<file path="config.mk">
export PLATFORM = sky130hd
export DESIGN_NAME = sfs_alu
export DESIGN_NICKNAME = d
export VERILOG_FILES = /design/src/rtl/sfs_pkg.sv /design/src/rtl/sfs_alu.sv
export SDC_FILE = /design/constraint.sdc
export NUM_CORES = 1
export LEC_CHECK = 0
export BUFFER_PORTS_ARGS = -buffer_cell sky130_fd_sc_hd__buf_4
export CELL_PAD_IN_SITES_DETAIL_PLACEMENT = 2
export CELL_PAD_IN_SITES_GLOBAL_PLACEMENT = 2
export CORE_MARGIN = 5
export CORE_UTILIZATION = 29
export DETAILED_ROUTE_END_ITERATION = 7
export PLACE_DENSITY_LB_ADDON = 0.05
export SYNTH_ARGS = -nofsm -noshare
export SYNTH_HDL_FRONTEND = slang
export SYNTH_SLANG_ARGS = --single-unit
</file>
<file path="constraint.sdc">
create_clock -name vclk -period 6.05
set_input_delay 0.9075 -clock vclk [all_inputs]
set_output_delay 0.9075 -clock vclk [all_outputs]
set_load 0.005 [all_outputs]
</file>
<file path="src/rtl/sfs_pkg.sv">
`default_nettype none

package sfs_pkg;

   localparam int TIME_W  = 64;
   localparam int LEN_W   = 36;
   localparam int DUR_W   = 32;
   localparam int COORD_W = 12;
   localparam int DIV_CNT_W = 6;

   localparam logic [LEN_W-1:0] LEN_MAX = {LEN_W{1'b1}};

   typedef enum logic [1:0] {
      FUNC_OPEN   = 2'd0,
      FUNC_APPEND = 2'd1,
      FUNC_LOOKUP = 2'd2
   } func_type;

   typedef enum logic [1:0] {
      STATUS_OK         = 2'd0,
      STATUS_ANIM_FULL  = 2'd1,
      STATUS_FRAME_FULL = 2'd2,
      STATUS_NO_ANIM    = 2'd3
   } status_type;

   typedef enum logic [3:0] {
      ST_IDLE,
      ST_DECODE,
      ST_APPEND,
      ST_LK_CHECK,
      ST_DIV,
      ST_SCAN,
      ST_EXP_SUB,
      ST_EXP_ADD,
      ST_RESULT
   } state_type;

   typedef struct packed {
      logic [1:0]         func;
      logic [DUR_W-1:0]   frame_duration;
      logic [COORD_W-1:0] src_x;
      logic [COORD_W-1:0] src_y;
      logic [COORD_W-1:0] src_w;
      logic [COORD_W-1:0] src_h;
      logic [3:0]         anim_index;
      logic [TIME_W-1:0]  phase_shift;
      logic [TIME_W-1:0]  time_now;
   } req_type;

   typedef struct packed {
      logic [1:0]         status;
      logic [3:0]         frame_index;
      logic [COORD_W-1:0] frame_x;
      logic [COORD_W-1:0] frame_y;
      logic [COORD_W-1:0] frame_w;
      logic [COORD_W-1:0] frame_h;
      logic [TIME_W-1:0]  expire_time;
      logic [LEN_W-1:0]   anim_length;
   } rsp_type;

   typedef struct packed {
      logic [LEN_W-1:0]   cum;
      logic [COORD_W-1:0] x;
      logic [COORD_W-1:0] y;
      logic [COORD_W-1:0] w;
      logic [COORD_W-1:0] h;
   } frame_entry_type;

   typedef struct packed {
      logic [TIME_W-1:0] a;
      logic [TIME_W-1:0] b;
      logic              sub;
   } alu_op_type;

endpackage

`default_nettype wire

</file>
<file path="src/rtl/sfs_alu.sv">
`default_nettype none

module sfs_alu
   import sfs_pkg::*;
(
   input  alu_op_type        op,
   output logic [TIME_W-1:0] sum,
   output logic              carry
);

   logic [TIME_W-1:0] b_eff;

   // carry high on a subtract means no borrow (a >= b)
   assign b_eff = op.sub ? ~op.b : op.b;
   assign {carry, sum} = {1'b0, op.a} + {1'b0, b_eff} + {{TIME_W{1'b0}}, op.sub};

endmodule

`default_nettype wire

</file>
### Word-level counts from Yosys, hierarchy flattened

Cells that the tools add are included.

| storage, ports and cells | value |
|---|---|
| flip-flop bits (word level) | 0 |
| bits of input ports | 129 |
| output and inout bits | 65 |
| word-level logic and storage cells | 4 |

| operators by class | value |
|---|---|
| add/sub/neg operators | 2 |
| mux-type cells | 1 |
| bitwise gates (word level) | 1 |

Operators by type and width:

| kind | number |
|---|---|
| adder 64 x 64 -> 65 bit | 1 |
| adder 65 x 1 -> 65 bit | 1 |
| two-way mux 64 bit | 1 |
| NOT 64 bit | 1 |

### Logic depth before layout (Yosys ltp)

| depth | value |
|---|---|
| word-level depth | 4 |
| mapped depth | 14 |
| depth with buffers taken out | 12 |

### Worst setup path before layout

OpenSTA, ideal clock, no wires.

| timing path | value |
|---|---|
| path type | input-to-output |
| from | input port op[0] (netlist name) |
| to | output port sum[63] |
| arrival | 3.821 ns |
| required time | 5.142 ns |
| slack | 1.321 ns |
| stages | 13 |
| cells stage by stage | buf_2 > buf_1 > xor2_1 > ha_1 > nand4_2 > or4_4 > or2_4 > o211ai_2 > a221oi_2 > a211oi_2 > nor3_2 > o31ai_2 > xor2_1 |

| between the ends | value |
|---|---|
| word-level cells in the longest chain between the ends | 3 |

RTL lines:

| element | RTL line | text |
|---|---|---|
| start: declaration | sfs_alu.sv:6 | `input alu_op_type op,` |
| two-way mux 64 bit | sfs_alu.sv:14 | `assign b_eff = op.sub ? ~op.b : op.b;` |
| adder 64 x 64 -> 65 bit | sfs_alu.sv:15 | `assign {carry, sum} = {1'b0, op.a} + {1'b0, b_eff} + {{TIME_W{1'b0}}, op.sub};` |
| adder 65 x 1 -> 65 bit * | sfs_alu.sv:15 |  |
| end: declaration | sfs_alu.sv:7 | `output logic [TIME_W-1:0] sum,` |

Every way passes the cells marked *; elsewhere a longest branch is shown, timed or not.

### Worst setup path in the final report

| timing path | value |
|---|---|
| from | input port op[0] (netlist name) |
| to | output port sum[53] |

Same word-level chain as after synthesis.

==> summary.md <==
| Metric | Value |
|---|---|
| Number of port buffers | 194 |
| Least-Margin Pin Slew | 0.728 ns |
| Via count | 5392 |
| Min-Delay Path Class | input pin to output port |
| Number of remaining DRC errors | 0 |
| I/O Pins | 194 |
| Syn nets | 835 |
| FF/Latch Area | 0 um^2 |
| Detailed-route wire length per cell | 18.5 um |
| Post-cts hold buffer count | 0 |
| Share of cells above drive strength 1 | 27.7% |
| DP HPWL | 16800 um |
| Setup TNS | 0 ns |
| Synthesis-to-layout area growth | 35.2% |
| Initial Util | 29.7% |
| ANT cells | 0 |
| Crit path cell chain | buf_4 -> buf_4 -> xor2_1 -> ha_1 -> nand2_1 -> a2111oi_0 -> o311ai_1 -> a31oi_1 -> a31o_2 -> o21ai_0 -> xnor2_1 -> buf_4 |
| Mapped Avg Cell Area | 7.16 um^2 |
| Critical path type | input pin to output port |
| Final Max Slew Viols | 0 |
| Antenna violations before repair | 0 |
| Placer Congestion | 0.842 |
| Place WS | 0.622 ns |
| P per Cell Area | 174 mW/mm^2 |
| WL final | 18900 um |
| WP data arrival | 4.45 ns |
| Post-route ant nets | 0 |
| Max-Cap Viols | 0 |
| Design area | 0.00616 mm^2 |
| RSZ-0062 raised after global routing | no |
| First-pass GRT wire length | 29900 um |
| Cell Area, Synth | 0.00455 mm^2 |
| Worst slew margin | 50.2% |
| Crit path max-delay family | compound AO/OA/AOI/OAI gates |
| Chip width | 135 um |
| Final WS setup | 0.689 ns |
| Tot GR Track Use | 19.3% |
| Post-synthesis sequential area ratio | 0% |
| Endpoint class of the critical path | output port |
| Largest net degree at the start of global routing | 34 |
| Die area | 0.0183 mm^2 |
| Synth unique cells | 71 |
| Post-CTS setup buffers | 0 |
| Pre-antenna DRT Iters | 7 |
| Max Fclk | 187 MHz |
| Fill cell count | 1813 |
| YS warnings | 0 |
| Pleak | 2.97 nW |
| Via/cell ratio | 5.28 |
| Fin util | 40.2% |
| VDD IR-drop max | 0.0640 mV |
| Critical path required time | 5.14 ns |
| Post-CTS sizing | 0 |
| Startpoint types | input pin |
| Most frequent CP cell | buf_4 |
| Status | complete, no violations |
| Core ar. | 0.0153 mm^2 |
| Vias in the first global route | 5933 |
| Final period util | 88.6% |
| FFs & Latches | 0 |
| Die Height | 135 um |
| Gate Count Post-Synth | 636 |
| Area after DPL | 0.00616 mm^2 |
| Fin nets | 1011 |
| Endpoints failing setup | 0 |
| Max incr delay on CP | 0.66 ns |
| Drt initial violations | 140 |
| Multi-input gate area | 0.00433 mm^2 |
| Min Tclk post-route | 5.36 ns |
| Final hold vios | 0 |
| Crit-path slowest cell | a2111oi_0 |
| Worst-path maximum fanout | 33 |
| Row cnt | 45 |
| Grt total ovfl | 0 |
| Buf+Inv Stages, Crit Path | 3 |
| Clock buffers | 0 |
path summary, 6_finish.rpt:
kind	from	end	slack, ns	cells after the start
max	op[0]	sum[53]	0.69	12
min	op[65]	sum[0]	2.09	3
logic make-up after synthesis:
kind of cell | Yosys count | synth area share [%]
AOI/OAI and AO/OA | 228 | 33.5
and+or+nand+nor | 169 | 18.2
xor gates and xnor gates | 123 | 23.7
adders and majority gates | 70 | 19.4
buffers and inverters | 44 | 4.84
muxes | 2 | 0.440
per-layer routing:
| layer | wire length, um | track usage [%] |
|---|---|---|
| met4 | 187 | 1.79 |
| met5 | 0 | 0 |
| met1 | 8830 | 25.9 |
| met3 | 780 | 1.60 |
| met2 | 9090 | 34.7 |
metrics by stage:
step                power, mW  cells  hold slack (ns)
finish                   1.07   1021             2.09
global route             1.18   1021             2.10
CTS                      1.09   1021             2.09
detailed placement       1.08   1021             2.09
global placement         1.06   1021             2.09
floorplan               0.617    636             1.87
cells in the mapped netlist (3+ instances only):
master     number  area share, %
a31oi_1         7           0.96
buf_4           4           0.66
inv_1          20            1.6
xor2_1         86             17
or3_1           3           0.41
a2111oi_0       4           0.77
a21oi_1        82            9.0
nand2_1        61            5.0
a21o_1         32            5.3
clkbuf_1        8           0.66
a21o_2          3           0.58
xnor2_1        37            7.1
nand2b_1        5           0.69
nor2_1         37            3.0
nor2b_1         4           0.55
and2_1          7           0.96
ha_1           69             19
o211ai_1        3           0.49
nand4_1        14            1.9
buf_1           6           0.49
nand3_1        10            1.1
o21a_1          5           0.82
and3_1          3           0.41
a211oi_1        4           0.66
a21boi_0        5           0.82
nor3_1          6           0.66
nor4_1          5           0.69
o31ai_1         5           0.82
o21bai_1       11            1.8
o21ai_0        34            3.7
layout make-up:
cell class | instances | area share [%]
Inverter | 20 | 1.22
Tap cell | 211 | 4.29
Multi-Input combinational cell | 592 | 70.4
Timing Repair Buffer | 198 | 24.1
power by group:
group	internal [mW]	switching, mW	total (mW)
registers	0	0	0
logic	0.511	0.560	1.07
clock network	0	0	0
tightest hold or removal path, cell delays in order:
cell    delay (ns)
buf_4         0.09
xor2_1        0.06
buf_4         0.13
cells in the final DEF, fill, tap and decap left out, types with 6 or more instances in the layout:
cell type  count
nand2_1       61
buf_4        198
ha_1          69
and2_1         7
a21oi_1       82
nor2_1        37
nand3_1       10
o21ai_0       34
nand4_1       14
o21bai_1      11
xnor2_1       37
inv_1         20
a31oi_1        7
a21o_1        32
nor3_1         6
xor2_1        86
No activity file was read; power rests on OpenSTA's default activity.
